$ cat src/design/cubic_bezier_point_evaluator_core_defines.svh
// ----------------------------------------------------------------------------
// Assertion macros for the cubic Bezier point evaluator
// Concurrent checks that are compiled in for simulation and left out for
// synthesis. The macros sample on clk and are disabled while rst_n is low.
// ----------------------------------------------------------------------------
`ifndef CUBIC_BEZIER_POINT_EVALUATOR_CORE_DEFINES_SVH
`define CUBIC_BEZIER_POINT_EVALUATOR_CORE_DEFINES_SVH

`ifndef SYNTHESIS

// The property must hold at every clock edge outside reset.
`define CBPE_ASSERT(lbl, prop, msg) \
  lbl: assert property (@(posedge clk) disable iff (!rst_n) prop) else $error(msg);

// The expression must never be true at a clock edge outside reset.
`define CBPE_ASSERT_NEVER(lbl, expr, msg) \
  lbl: assert property (@(posedge clk) disable iff (!rst_n) !(expr)) else $error(msg);

`else

`define CBPE_ASSERT(lbl, prop, msg)
`define CBPE_ASSERT_NEVER(lbl, expr, msg)

`endif

`endif

$ cat src/design/cbpe_pkg.sv
// ----------------------------------------------------------------------------
// Cubic Bezier point evaluator package
// Default sizes, sequencer codes, command codes and the state type shared
// by the evaluator core.
// ----------------------------------------------------------------------------
package cbpe_pkg;

  // Default sizes of the point store and of the fixed-point formats.
  localparam int POINT_SLOTS_DEF     = 8;
  localparam int COORD_BITS_DEF      = 16;
  localparam int PARAM_FRAC_BITS_DEF = 16;

  // Point index field width, fixed by the word layout.
  localparam int IDX_BITS = 3;

  // Bit positions in the input tuser.
  localparam int TUSER_CMD = 0;
  localparam int TUSER_SEL = 1;
  localparam int TUSER_W   = 2;

  // Command codes.
  localparam logic CMD_WRITE = 1'b0;
  localparam logic CMD_EVAL  = 1'b1;

  // Sequencer step width and the operations of the shared multiplier.
  localparam int STEP_W = 5;
  localparam logic [STEP_W-1:0] OP_TT       = 5'd0;   // t * t        -> st
  localparam logic [STEP_W-1:0] OP_UU       = 5'd1;   // u * u        -> su
  localparam logic [STEP_W-1:0] OP_ST_T     = 5'd2;   // st * t       -> w3
  localparam logic [STEP_W-1:0] OP_SU_U     = 5'd3;   // su * u       -> w0
  localparam logic [STEP_W-1:0] OP_T_SU     = 5'd4;   // 3t * su      -> w1
  localparam logic [STEP_W-1:0] OP_ST_U     = 5'd5;   // st * 3u      -> w2
  localparam logic [STEP_W-1:0] OP_PT_FIRST = 5'd6;   // first point product
  localparam logic [STEP_W-1:0] OP_COUNT    = 5'd18;  // number of operations
  localparam logic [STEP_W-1:0] STEP_FINAL  = 5'd19;  // rounding of the last sum
  localparam logic [STEP_W-1:0] STEP_WGT_READY = 5'd7; // all weights registered

  // Coordinate codes.
  localparam logic [1:0] COORD_X = 2'd0;
  localparam logic [1:0] COORD_Y = 2'd1;
  localparam logic [1:0] COORD_Z = 2'd2;

  // Sequencer states.
  typedef enum logic [1:0] {
    ST_IDLE,
    ST_RUN,
    ST_DONE
  } state_t;

endpackage

$ cat src/design/cubic_bezier_point_evaluator_core.sv
// ----------------------------------------------------------------------------
// Cubic Bezier point evaluator core
// Holds two cubic curves of 3D control points and evaluates one point of a
// curve per evaluate word with a single shared multiplier.
// ----------------------------------------------------------------------------
// A write word (tuser command 0) stores one control point. An evaluate word
// (command 1) keeps the input stalled until its result is in the output
// register: one multiplier issues 18 operations in turn (six for the Bernstein
// weights, twelve for the weighted coordinates), each product passes through
// the multiplier's output register before it is summed, the last sum is rounded,
// the result moves to the output register and the next word is taken in the
// cycle after that. The result waits there while the next word is accepted; if
// it has still not been taken when the following result is ready, the core
// holds that result and keeps its input stalled until the output register
// frees. The point store resets to zero; t above 1.0 is treated as 1.0 and
// results saturate.

`include "cubic_bezier_point_evaluator_core_defines.svh"

module cubic_bezier_point_evaluator_core
  import cbpe_pkg::*;
#(
  parameter int POINT_SLOTS     = POINT_SLOTS_DEF,
  parameter int COORD_BITS      = COORD_BITS_DEF,
  parameter int PARAM_FRAC_BITS = PARAM_FRAC_BITS_DEF
) (
  input  logic clk,
  input  logic rst_n,
  // Input channel.
  input  logic in_tvalid,
  output logic in_tready,
  // tdata from bit 0: point_index, point_x, point_y, point_z, param_t, zero fill
  input  logic [((3*COORD_BITS+PARAM_FRAC_BITS+4+7)/8)*8-1:0] in_tdata,
  // tuser from bit 0: command, curve_select
  input  logic [TUSER_W-1:0] in_tuser,
  // Result channel.
  output logic out_tvalid,
  input  logic out_tready,
  // tdata from bit 0: curve_x, curve_y, curve_z, zero fill
  output logic [((3*COORD_BITS+7)/8)*8-1:0] out_tdata
);

  // Widths and constants.
  localparam int C          = COORD_BITS;
  localparam int F          = PARAM_FRAC_BITS;
  localparam int SLOT_W     = (POINT_SLOTS > 1) ? $clog2(POINT_SLOTS) : 1;
  localparam int T3_W       = F + 3;
  localparam int MUL_W      = ((C > T3_W) ? C : T3_W) + 1;
  localparam int PROD_W     = 2 * MUL_W;
  localparam int ACC_W      = C + F + 3;
  localparam int SUM_W      = ACC_W + 1;
  localparam int Q_W        = SUM_W - F;
  localparam int OUT_DATA_W = ((3*C+7)/8)*8;
  localparam int X_LSB      = IDX_BITS;
  localparam int Y_LSB      = IDX_BITS + C;
  localparam int Z_LSB      = IDX_BITS + 2*C;
  localparam int T_LSB      = IDX_BITS + 3*C;
  localparam int WGT_TOL    = 8;

  localparam logic [F:0] T_ONE  = {1'b1, {F{1'b0}}};
  localparam logic [F:0] T_HALF = {2'b01, {(F-1){1'b0}}};
  localparam longint COORD_MAX_L = (longint'(1) <<< (C-1)) - 1;
  localparam logic signed [Q_W-1:0] Q_MAX = Q_W'(COORD_MAX_L);
  localparam logic signed [Q_W-1:0] Q_MIN = Q_W'(-COORD_MAX_L - 1);

  // Sequencer and operands.
  state_t state_r, state_nxt;
  logic [STEP_W-1:0] step_r;
  logic              sel_r;
  logic [F:0]        t_r, u_r, st_r, su_r;
  logic [T3_W-1:0]   t3_r, u3_r;
  logic [F:0]        w_r [4];

  // Point store.
  logic signed [C-1:0] pt_x_r [POINT_SLOTS];
  logic signed [C-1:0] pt_y_r [POINT_SLOTS];
  logic signed [C-1:0] pt_z_r [POINT_SLOTS];

  // Multiplier and accumulator.
  logic signed [MUL_W-1:0]  mul_a, mul_b;
  logic signed [PROD_W-1:0] product_r;
  logic signed [ACC_W-1:0]  acc_r, acc_nxt;
  logic signed [C-1:0]      res_r [3];

  // Output register.
  logic          out_valid_r;
  logic [C-1:0]  out_x_r, out_y_r, out_z_r;

  // Control decode.
  logic in_acc, in_eval, out_free;
  logic run_issue, run_consume, fin_last, out_load;

  // Input word fields.
  logic [IDX_BITS-1:0] in_idx;
  logic [F:0]          in_t, t_clamp;
  logic [4:0]          wr_slot;

  assign in_idx  = in_tdata[IDX_BITS-1:0];
  assign in_t    = in_tdata[T_LSB +: F+1];
  assign t_clamp = (in_t > T_ONE) ? T_ONE : in_t;
  assign wr_slot = 5'(in_idx);
  assign in_acc  = in_tvalid && in_tready;
  assign in_eval = in_tuser[TUSER_CMD] == CMD_EVAL;

  // Next state.
  always_comb begin
    state_nxt = state_r;
    unique case (state_r)
      ST_IDLE: begin
        if (in_tvalid && in_eval) begin
          state_nxt = ST_RUN;
        end
      end
      ST_RUN: begin
        if (step_r == STEP_FINAL) begin
          state_nxt = ST_DONE;
        end
      end
      ST_DONE: begin
        if (out_free) begin
          state_nxt = ST_IDLE;
        end
      end
      default: state_nxt = ST_IDLE;
    endcase
  end

  // Sequencer outputs.
  always_comb begin
    in_tready   = 1'b0;
    run_issue   = 1'b0;
    run_consume = 1'b0;
    fin_last    = 1'b0;
    out_load    = 1'b0;
    unique case (state_r)
      ST_IDLE: begin
        in_tready = 1'b1;
      end
      ST_RUN: begin
        run_issue   = step_r < OP_COUNT;
        run_consume = (step_r != '0) && (step_r <= OP_COUNT);
        fin_last    = step_r == STEP_FINAL;
      end
      ST_DONE: begin
        out_load = out_free;
      end
      default: begin
        in_tready = 1'b0;
      end
    endcase
  end

  assign out_free = !out_valid_r || out_tready;

  always_ff @(posedge clk) begin
    if (!rst_n) begin
      state_r <= ST_IDLE;
      step_r  <= '0;
    end else begin
      state_r <= state_nxt;
      if (state_r == ST_RUN) begin
        step_r <= step_r + 5'd1;
      end else begin
        step_r <= '0;
      end
    end
  end

  // Parameter registers: loaded on an evaluate word, 3t and 3u at step zero.
  always_ff @(posedge clk) begin
    if (in_acc && in_eval) begin
      sel_r <= in_tuser[TUSER_SEL];
      t_r   <= t_clamp;
      u_r   <= T_ONE - t_clamp;
    end
    if (run_issue && step_r == OP_TT) begin
      t3_r <= T3_W'({t_r, 1'b0}) + T3_W'(t_r);
      u3_r <= T3_W'({u_r, 1'b0}) + T3_W'(u_r);
    end
  end

  // Point store writes; a slot beyond the store is dropped.
  always_ff @(posedge clk) begin
    if (!rst_n) begin
      for (int i = 0; i < POINT_SLOTS; i++) begin
        pt_x_r[i] <= '0;
        pt_y_r[i] <= '0;
        pt_z_r[i] <= '0;
      end
    end else if (in_acc && !in_eval && wr_slot < 5'(POINT_SLOTS)) begin
      pt_x_r[wr_slot[SLOT_W-1:0]] <= in_tdata[X_LSB +: C];
      pt_y_r[wr_slot[SLOT_W-1:0]] <= in_tdata[Y_LSB +: C];
      pt_z_r[wr_slot[SLOT_W-1:0]] <= in_tdata[Z_LSB +: C];
    end
  end

  // Operand selection for the operation issued in this step.
  logic [STEP_W-1:0]   iss_k;
  logic [1:0]          iss_c, iss_i;
  logic [4:0]          rd_slot;
  logic signed [C-1:0] pt_coord;

  assign iss_k   = step_r - OP_PT_FIRST;
  assign iss_c   = iss_k[3:2];
  assign iss_i   = iss_k[1:0];
  assign rd_slot = 5'({sel_r, iss_i});

  always_comb begin
    pt_coord = '0;
    if (rd_slot < 5'(POINT_SLOTS)) begin
      unique case (iss_c)
        COORD_X: pt_coord = pt_x_r[rd_slot[SLOT_W-1:0]];
        COORD_Y: pt_coord = pt_y_r[rd_slot[SLOT_W-1:0]];
        default: pt_coord = pt_z_r[rd_slot[SLOT_W-1:0]];
      endcase
    end
  end

  always_comb begin
    mul_a = '0;
    mul_b = '0;
    unique case (step_r)
      OP_TT: begin
        mul_a = MUL_W'(t_r);
        mul_b = MUL_W'(t_r);
      end
      OP_UU: begin
        mul_a = MUL_W'(u_r);
        mul_b = MUL_W'(u_r);
      end
      OP_ST_T: begin
        mul_a = MUL_W'(st_r);
        mul_b = MUL_W'(t_r);
      end
      OP_SU_U: begin
        mul_a = MUL_W'(su_r);
        mul_b = MUL_W'(u_r);
      end
      OP_T_SU: begin
        mul_a = MUL_W'(t3_r);
        mul_b = MUL_W'(su_r);
      end
      OP_ST_U: begin
        mul_a = MUL_W'(st_r);
        mul_b = MUL_W'(u3_r);
      end
      default: begin
        mul_a = MUL_W'(pt_coord);
        mul_b = MUL_W'(w_r[iss_i]);
      end
    endcase
  end

  // The shared multiplier, registered at its output.
  always_ff @(posedge clk) begin
    if (run_issue) begin
      product_r <= mul_a * mul_b;
    end
  end

  // Decode of the operation whose product is registered now.
  logic [STEP_W-1:0] cons_step, cons_k;
  logic [1:0]        cons_c, cons_i;
  logic [PROD_W-1:0] rnd_full;
  logic [F:0]        rnd_w;
  logic signed [ACC_W-1:0] prod_acc;

  assign cons_step = step_r - 5'd1;
  assign cons_k    = cons_step - OP_PT_FIRST;
  assign cons_c    = cons_k[3:2];
  assign cons_i    = cons_k[1:0];
  assign rnd_full  = product_r + PROD_W'(T_HALF);
  assign rnd_w     = rnd_full[F +: F+1];
  assign prod_acc  = product_r[ACC_W-1:0];

  // Rounded weights and squares.
  always_ff @(posedge clk) begin
    if (run_consume) begin
      unique case (cons_step)
        OP_TT:   st_r   <= rnd_w;
        OP_UU:   su_r   <= rnd_w;
        OP_ST_T: w_r[3] <= rnd_w;
        OP_SU_U: w_r[0] <= rnd_w;
        OP_T_SU: w_r[1] <= rnd_w;
        OP_ST_U: w_r[2] <= rnd_w;
        default: ;
      endcase
    end
  end

  // Rounding half up and saturation of a finished sum.
  logic signed [SUM_W-1:0] fin_sum;
  logic signed [Q_W-1:0]   fin_q;
  logic signed [C-1:0]     fin_sat;

  assign fin_sum = SUM_W'(acc_r) + SUM_W'(T_HALF);
  assign fin_q   = fin_sum[SUM_W-1:F];

  always_comb begin
    priority if (fin_q > Q_MAX) begin
      fin_sat = Q_MAX[C-1:0];
    end else if (fin_q < Q_MIN) begin
      fin_sat = Q_MIN[C-1:0];
    end else begin
      fin_sat = fin_q[C-1:0];
    end
  end

  // Accumulation: the first product of a coordinate restarts the sum.
  always_comb begin
    acc_nxt = acc_r;
    if (run_consume && cons_step >= OP_PT_FIRST) begin
      if (cons_i == 2'd0) begin
        acc_nxt = prod_acc;
      end else begin
        acc_nxt = acc_r + prod_acc;
      end
    end
  end

  always_ff @(posedge clk) begin
    acc_r <= acc_nxt;
    if (run_consume && cons_step >= OP_PT_FIRST && cons_i == 2'd0 && cons_c != COORD_X) begin
      res_r[cons_c - 2'd1] <= fin_sat;
    end
    if (fin_last) begin
      res_r[COORD_Z] <= fin_sat;
    end
  end

  // Output register.
  always_ff @(posedge clk) begin
    if (!rst_n) begin
      out_valid_r <= 1'b0;
    end else if (out_load) begin
      out_valid_r <= 1'b1;
    end else if (out_tready) begin
      out_valid_r <= 1'b0;
    end
  end

  always_ff @(posedge clk) begin
    if (out_load) begin
      out_x_r <= res_r[COORD_X];
      out_y_r <= res_r[COORD_Y];
      out_z_r <= res_r[COORD_Z];
    end
  end

  assign out_tvalid = out_valid_r;
  assign out_tdata  = OUT_DATA_W'({out_z_r, out_y_r, out_x_r});

  // Checks on the sequencer and the arithmetic.
  logic [F+2:0] wgt_sum;
  logic [F+1:0] tu_sum;
  logic         eval_acc, run_first, tu_ok, wgt_check, wgt_ok;

  assign wgt_sum = (F+3)'(w_r[0]) + (F+3)'(w_r[1]) + (F+3)'(w_r[2]) + (F+3)'(w_r[3]);
  assign tu_sum  = (F+2)'(t_r) + (F+2)'(u_r);

  assign eval_acc  = in_acc && in_eval;
  assign run_first = (state_r == ST_RUN) && (step_r == '0);
  assign tu_ok     = tu_sum == (F+2)'(T_ONE);
  assign wgt_check = (state_r == ST_RUN) && (step_r == STEP_WGT_READY);
  assign wgt_ok    = (wgt_sum + (F+3)'(WGT_TOL) >= (F+3)'(T_ONE)) &&
                     (wgt_sum <= (F+3)'(T_ONE) + (F+3)'(WGT_TOL));

  `CBPE_ASSERT(a_eval_starts, eval_acc |=> run_first, "evaluate word did not start the sequencer")
  `CBPE_ASSERT(a_t_u_sum, (state_r == ST_RUN) |-> tu_ok, "t and 1-t do not sum to one")
  `CBPE_ASSERT(a_weight_sum, wgt_check |-> wgt_ok, "Bernstein weights do not sum to one")
  `CBPE_ASSERT(a_done_loads, out_load |=> (out_tvalid && state_r == ST_IDLE), "result not presented")

endmodule
$ cat config.mk
export PLATFORM = sky130hd
export DESIGN_NAME = cubic_bezier_point_evaluator_core
export DESIGN_NICKNAME = d
export VERILOG_FILES = /design/src/design/cbpe_pkg.sv /design/src/design/cubic_bezier_point_evaluator_core.sv
export VERILOG_INCLUDE_DIRS = /design/src /design/src/design
export SDC_FILE = /design/constraint.sdc
export NUM_CORES = 2
export LEC_CHECK = 0
export BUFFER_PORTS_ARGS = -buffer_cell sky130_fd_sc_hd__clkbuf_2
export CORE_AREA = 2 2 373 375
export DETAILED_ROUTE_END_ITERATION = 16
export DIE_AREA = 0 0 375 377
export PLACE_DENSITY_LB_ADDON = 0.3
export SLEW_MARGIN = 5
export SYNTH_ARGS = -nofsm -noshare
export SYNTH_HDL_FRONTEND = slang
export SYNTH_SLANG_ARGS = --single-unit
$ cat constraint.sdc
create_clock -name clk -period 15.2 [get_ports clk]
set_clock_uncertainty 0.1 [all_clocks]
set_input_delay 2.28 -clock clk [delete_from_list [all_inputs] [get_ports clk]]
set_output_delay 2.28 -clock clk [all_outputs]
set_load 0.005 [all_outputs]
# Yosys cells after proc, flatten, opt, wreduce, memory -nomap -nowiden

Memories as Yosys holds them, arrays and structs flattened. A register that Yosys moved wholly into a read port is not among the register bits.
Index checks and enable logic that the tools add are counted.
W data, S select, Z words.

Memories: 5
RAM bits: 500
Output and inout port bits: 50
Bits in registers: 185
Logic and storage cells: 149

Memories:

| memory | words | width | rd ports | clocked after memory_dff | wr ports | line                                    | source |
|---|---|---|---|---|---|---|---|
| pt_x_r | 8     | 16    | 1        | 0                        | 8        | cubic_bezier_point_evaluator_core.sv:75 | `logic signed [C-1:0] pt_x_r [POINT_SLOTS];` |
| pt_y_r | 8     | 16    | 1        | 0                        | 8        | cubic_bezier_point_evaluator_core.sv:76 | `logic signed [C-1:0] pt_y_r [POINT_SLOTS];` |
| pt_z_r | 8     | 16    | 1        | 0                        | 8        | cubic_bezier_point_evaluator_core.sv:77 | `logic signed [C-1:0] pt_z_r [POINT_SLOTS];` |
| w_r    | 4     | 17    | 1        | 0                        | 1        | cubic_bezier_point_evaluator_core.sv:72 | `logic [F:0] w_r [4];` |
| res_r  | 3     | 16    | 3        | 3                        | 1        | cubic_bezier_point_evaluator_core.sv:83 | `logic signed [C-1:0] res_r [3];` |

Order comparisons: 8
Multiplexer cells: 60
Eq/ne operators: 17
$mul: 1
Reduce and logical (&&, ||, !) cells: 35
Add/sub/neg operators: 11

Operators with widths:

| kind                     | count |
|---|---|
| $mux W16                 | 7 |
| $pmux W20 S5             | 1 |
| $pmux W19 S4             | 1 |
| $mux W17                 | 4 |
| $reduce_or A16 Y1        | 4 |
| $reduce_or A17 Y1        | 3 |
| $add A18 B17 Y19         | 2 |
| $add A35 B17 Y36 const B | 1 |
| $add A35 B35 Y35         | 1 |
| $mul A20 B20 Y35         | 1 |
| $mux W35                 | 1 |
| $mux W1                  | 34 |
| $add A33 B16 Y33 const B | 1 |
| $pmux W16 S2             | 1 |
| $eq A5 B2 Y1 const B     | 4 |
| $eq A5 B3 Y1 const B     | 4 |
| $gt A20 B16 Y1 const B   | 1 |
| $lt A20 B16 Y1 const B   | 1 |
| $gt A17 B17 Y1 const B   | 1 |
| $sub A17 B17 Y17 const A | 1 |
| $mux W2                  | 7 |
| $eq A5 B1 Y1 const B     | 2 |
| $logic_and A1 B1 Y1      | 10 |
| $logic_not A5 Y1         | 2 |
| 22 further kinds         | 37 |

# Logic depth before layout (Yosys ltp)

Depth after elaboration: 10
Gate-level depth with buffers: 39
Gate-level depth less buffers: 33

# Least setup slack after synthesis

OpenSTA, ideal clock, no wires.

Path kind: reg-to-reg
From: reg step_r[1]
To: reg product_r[28], data pin
Cell stages (with the launch flop): 38
Slack: 5.896 ns
Arrival: 8.948 ns
Data required time: 14.844 ns
Library setup time: 0.256 ns
Period minus slack after synthesis: 9.304 ns
Cell sequence: dfxtp_1 -> buf_4 -> buf_2 -> buf_2 -> buf_2 -> inv_1 -> ha_1 -> nor4b_4 -> or2_1 -> buf_2 -> clkbuf_1 -> a22oi_1 -> nand3_1 -> clkbuf_1 -> buf_2 -> nand2_1 -> fa_1 -> inv_1 -> [... 2 more ...] -> fa_1 -> inv_1 -> fa_1 -> inv_1 -> fa_1 -> inv_1 -> fa_1 -> inv_1 -> fa_1 -> inv_1 -> ha_1 -> or3_1 -> a311oi_1 -> o211ai_1 -> a21boi_1 -> o41ai_2 -> or4b_1 -> and4_1

Word-level cells in the longest chain between the ends: 6
Elaborated cells between the ends (all ways): 22

RTL lines:

| item                                         | line                                     | source |
|---|---|---|
| start, declared                              | cubic_bezier_point_evaluator_core.sv:68  | `logic [STEP_W-1:0] step_r;` |
| start signal, assigned                       | cubic_bezier_point_evaluator_core.sv:162 | `step_r <= step_r + 5'd1;` |
| $sub A4 B3 Y4                                | cubic_bezier_point_evaluator_core.sv:203 | `assign iss_k = step_r - OP_PT_FIRST;` |
| $mem_v2 Z8 W16, or another cell as far along | --                                       |  |
| $pmux W16 S2                                 | cubic_bezier_point_evaluator_core.sv:211 | `unique case (iss_c)` |
| $mux W16                                     | cubic_bezier_point_evaluator_core.sv:210 | `if (rd_slot < 5'(POINT_SLOTS)) begin` |
| $pmux W20 S5                                 | cubic_bezier_point_evaluator_core.sv:222 | `unique case (step_r)` |
| $mul A20 B20 Y35 *                           | cubic_bezier_point_evaluator_core.sv:257 | `product_r <= mul_a * mul_b;` |
| end signal, assigned                         | cubic_bezier_point_evaluator_core.sv:257 |  |
| end, declared                                | cubic_bezier_point_evaluator_core.sv:81  | `logic signed [PROD_W-1:0] product_r;` |

Mark *: on every way between the ends. The rest lies on a longest branch, timed or not.
A chain may end at the register's enable or synchronous reset.

# Final worst setup path

From: reg step_r[2]
To: reg product_r[33], data pin

Word-level cells in the longest chain between the ends: 6
Elaborated cells between the ends (all ways): 17

RTL lines:

| item                                                    | line |
|---|---|
| $sub A4 B3 Y4                                           | cubic_bezier_point_evaluator_core.sv:203 |
| $eq A2 B1 Y1 / $logic_not A2 Y1 (equally long branches) | cubic_bezier_point_evaluator_core.sv:211 |
| $pmux W16 S2                                            | cubic_bezier_point_evaluator_core.sv:211 |
| $mux W16                                                | cubic_bezier_point_evaluator_core.sv:210 |
| $pmux W20 S5                                            | cubic_bezier_point_evaluator_core.sv:222 |
| $mul A20 B20 Y35 *                                      | cubic_bezier_point_evaluator_core.sv:257 |

Marked as above.

==> impl_metrics.tcl <==
set metrics [dict create \
    io_buffers 123 \
    yosys_most_used_dff "edfxtp_1" \
    drt-wirelength-per-cell_um 21.9 \
    die_x_um 375 \
    ant_nets 0 \
    grt_start_max_net_pins 96 \
    die_y_um 377 \
    clock_latency_ns 0.68 \
    async_flop_share 0 \
    holdBufCountCts 0 \
    viasPerCell 5.13 \
    netlist.area_leader.share 0.454 \
    min_path_type "flip-flop to flip-flop" \
    fillers 13100 \
    reg2reg_slack_ns 4.34 \
    synthCells 3998 \
    wirelength_mm 131 \
    die-area_um2 141000 \
    post_synth.cell_area_avg_um2 12.0 \
    end_kind "flip-flop" \
    first_global_vias 31300 \
    outcome "finished, final reports clean" \
    initial_core_util 0.349 \
    nets 4729 \
    drv_cap 0 \
    cts_root_buffer "clkbuf_16" \
    hold_end "out_tdata[39]" \
    ir_drop_v 0.000486 \
    clkTransAtPathRegs_ns 0.06 \
    synth_seq_cells 731 \
    power.density_nw_per_um2 208 \
    fin_crit_ns 10.86 \
    synth_area_leaders "edfxtp_1 45%, fa_1 15%, and2_1 5.4%" \
    synth_area_um2 47800 \
    slowest_delay_ns 1.05 \
    crit_top_cell "fa_1" \
    setup_viol 0 \
    place_hpwl_mm 88.5 \
    cts.sinks 731 \
    synth-edff-count 723 \
    grt_use_total 0.187 \
    min_from "res_r[2][7]" \
    cts_made_buffers 78 \
    worstPathRequired_ns 15.51 \
    area.growth.synth_to_final_pct 11.4 \
    cts_max_level 3 \
    slowest_stage "nor2b_1" \
    drive_gt1_frac 0.118 \
    tns_ns 0 \
    cts_resized 0 \
    cts_tree "done" \
    p_leak_nw 21.2 \
    reg2reg_from "step_r[2]" \
    grt_antenna_before_repair 9 \
    drt_iter0_drc 2479 \
    postCtsSetupBuffers 0 \
    ys_types 82 \
    syn-num-nets 4618 \
    yosysTopAreaCell "edfxtp_1" \
    drc 0 \
    final_util 0.389 \
    relSlewSlack 0.148 \
    firstDrtPassIters 6 \
    core_area_um2 137000 \
    synth_common_cells "723 x edfxtp_1, 515 x inv_1, 415 x and2_1" \
    holdPathStages 0 \
    clk_path_buf_depth 3 \
    start_kind "flip-flop" \
    slew_viol_final 0 \
    cp_max_fo 14 \
    vias 30600 \
    synth_most_common_cell "edfxtp_1" \
    ff2ff_path_depth 26 \
    grt-ovfl-total 0 \
    core.rowCount 136 \
    period_share 0.714 \
    ios 128 \
    p_total_mw 11.1 \
    grt_pass1_wl_mm 198 \
    max_freq_mhz 92.1 \
    worst_slew_pin_slew_ns 1.28 \
    yosysSeqAreaShare 0.457 \
    ys_warn_count 0 \
    arrival_ns 11.17 \
    hold_viol 0 \
    crit_type "flip-flop to flip-flop" \
    gp_congestion 0.865 \
    r2r_end "product_r[33]" \
    rsz0062_at_grt "false" \
]
[state kept, by name, indices dropped and copies added (netlist names), 18 cells and up]
name,flops
u3_r,18
pt_z_r,128
res_r,48
pt_x_r,128
w_r,68
t3_r,19
acc_r,35
product_r,35
pt_y_r,128
out_tdata,48
[power breakdown]
part / leakage (nW) / switching (mW) / total [mW] / internal [mW]
Sequential: 7.04 / 0.106 / 2.76 / 2.66
Combinational: 13.0 / 3.88 / 6.40 / 2.52
Clock: 1.23 / 0.825 / 1.92 / 1.09
Total: 21.2 / 4.81 / 11.1 / 6.28
[final cells by class]
type / instances / area [um^2] / share of cell area
diodes: 2 / 5.00 / 0.0000940
clock buffers: 96 / 2060 / 0.0387
clock inverters: 45 / 492 / 0.00923
inverters: 518 / 1940 / 0.0365
multi-input cells: 2579 / 23400 / 0.440
flip-flops and latches: 731 / 21900 / 0.411
well taps: 1794 / 2240 / 0.0421
repair buffers: 201 / 1210 / 0.0228
[cells by family after synthesis]
family	share of synthesized area
flops	0.457
mux	0.0629
xor+xnor	0.0253
buf+inv	0.0563
compound gates	0.0567
fa+ha+maj	0.198
simple gates	0.143
[metal layers]
metal / share of wire / track usage / up-vias
met5: 0.00057 / 0 / -
met4: 0.023 / 0.0511 / 12
met3: 0.065 / 0.0330 / 180
met2: 0.48 / 0.309 / 881
met1: 0.43 / 0.253 / 15600
li1: - / - / 13900
[worst max path at each step]
stage	startpoint	to	slack (ns)	depth (start not counted)
floorplan	step_r[1]	product_r[28]	5.90	37
global placement	step_r[2]	product_r[28]	4.39	27
detailed placement	step_r[2]	product_r[33]	4.36	26
CTS	step_r[2]	product_r[33]	4.24	26
global route	step_r[2]	product_r[33]	3.77	26
finish	step_r[2]	product_r[33]	4.34	26
[cells in the final DEF (no fill, tap or decap), types with 16 or more instances in the layout]
master       n
buf_4       77
edfxtp_1   723
inv_1      515
and2_1     415
mux4_2     114
mux2i_1     37
clkbuf_2   123
clkinv_1    19
clkbuf_16   79
a21oi_1     87
and3_1      19
a211oi_1    16
nor2_1     240
a22oi_1     55
nor3_1      39
nand2_1    357
xnor2_1    102
nand2b_1    32
a31oi_1     17
fa_1       359
nor2b_1     36
nand3_1     74
ha_1       182
a21o_1      19
o21ai_0     81
xor2_1      35
nand4_1     18
[critical path, delay by kind of cell, from the launching register on]
kind / cells / cell delay [ns]
fa+ha+maj: 9 / 4.54
buf+inv: 6 / 0.77
simple gates: 6 / 2.47
compound gates: 5 / 1.97
flops: 1 / 0.70
[per-stage QoR]
stage / instances / setup WS [ns] / hold WS (ns) / instance area, um^2
after floorplan: 3998 / 5.90 / 0.300 / 47800
after global placement: 5823 / 4.39 / 0.301 / 50700
final: 5966 / 4.34 / 0.316 / 53300
after CTS: 5964 / 4.24 / 0.314 / 53300
after detailed placement: 5823 / 4.36 / 0.305 / 50700
after global routing: 5966 / 3.77 / 0.318 / 53300
No activity file was read; power rests on OpenSTA's default activity.
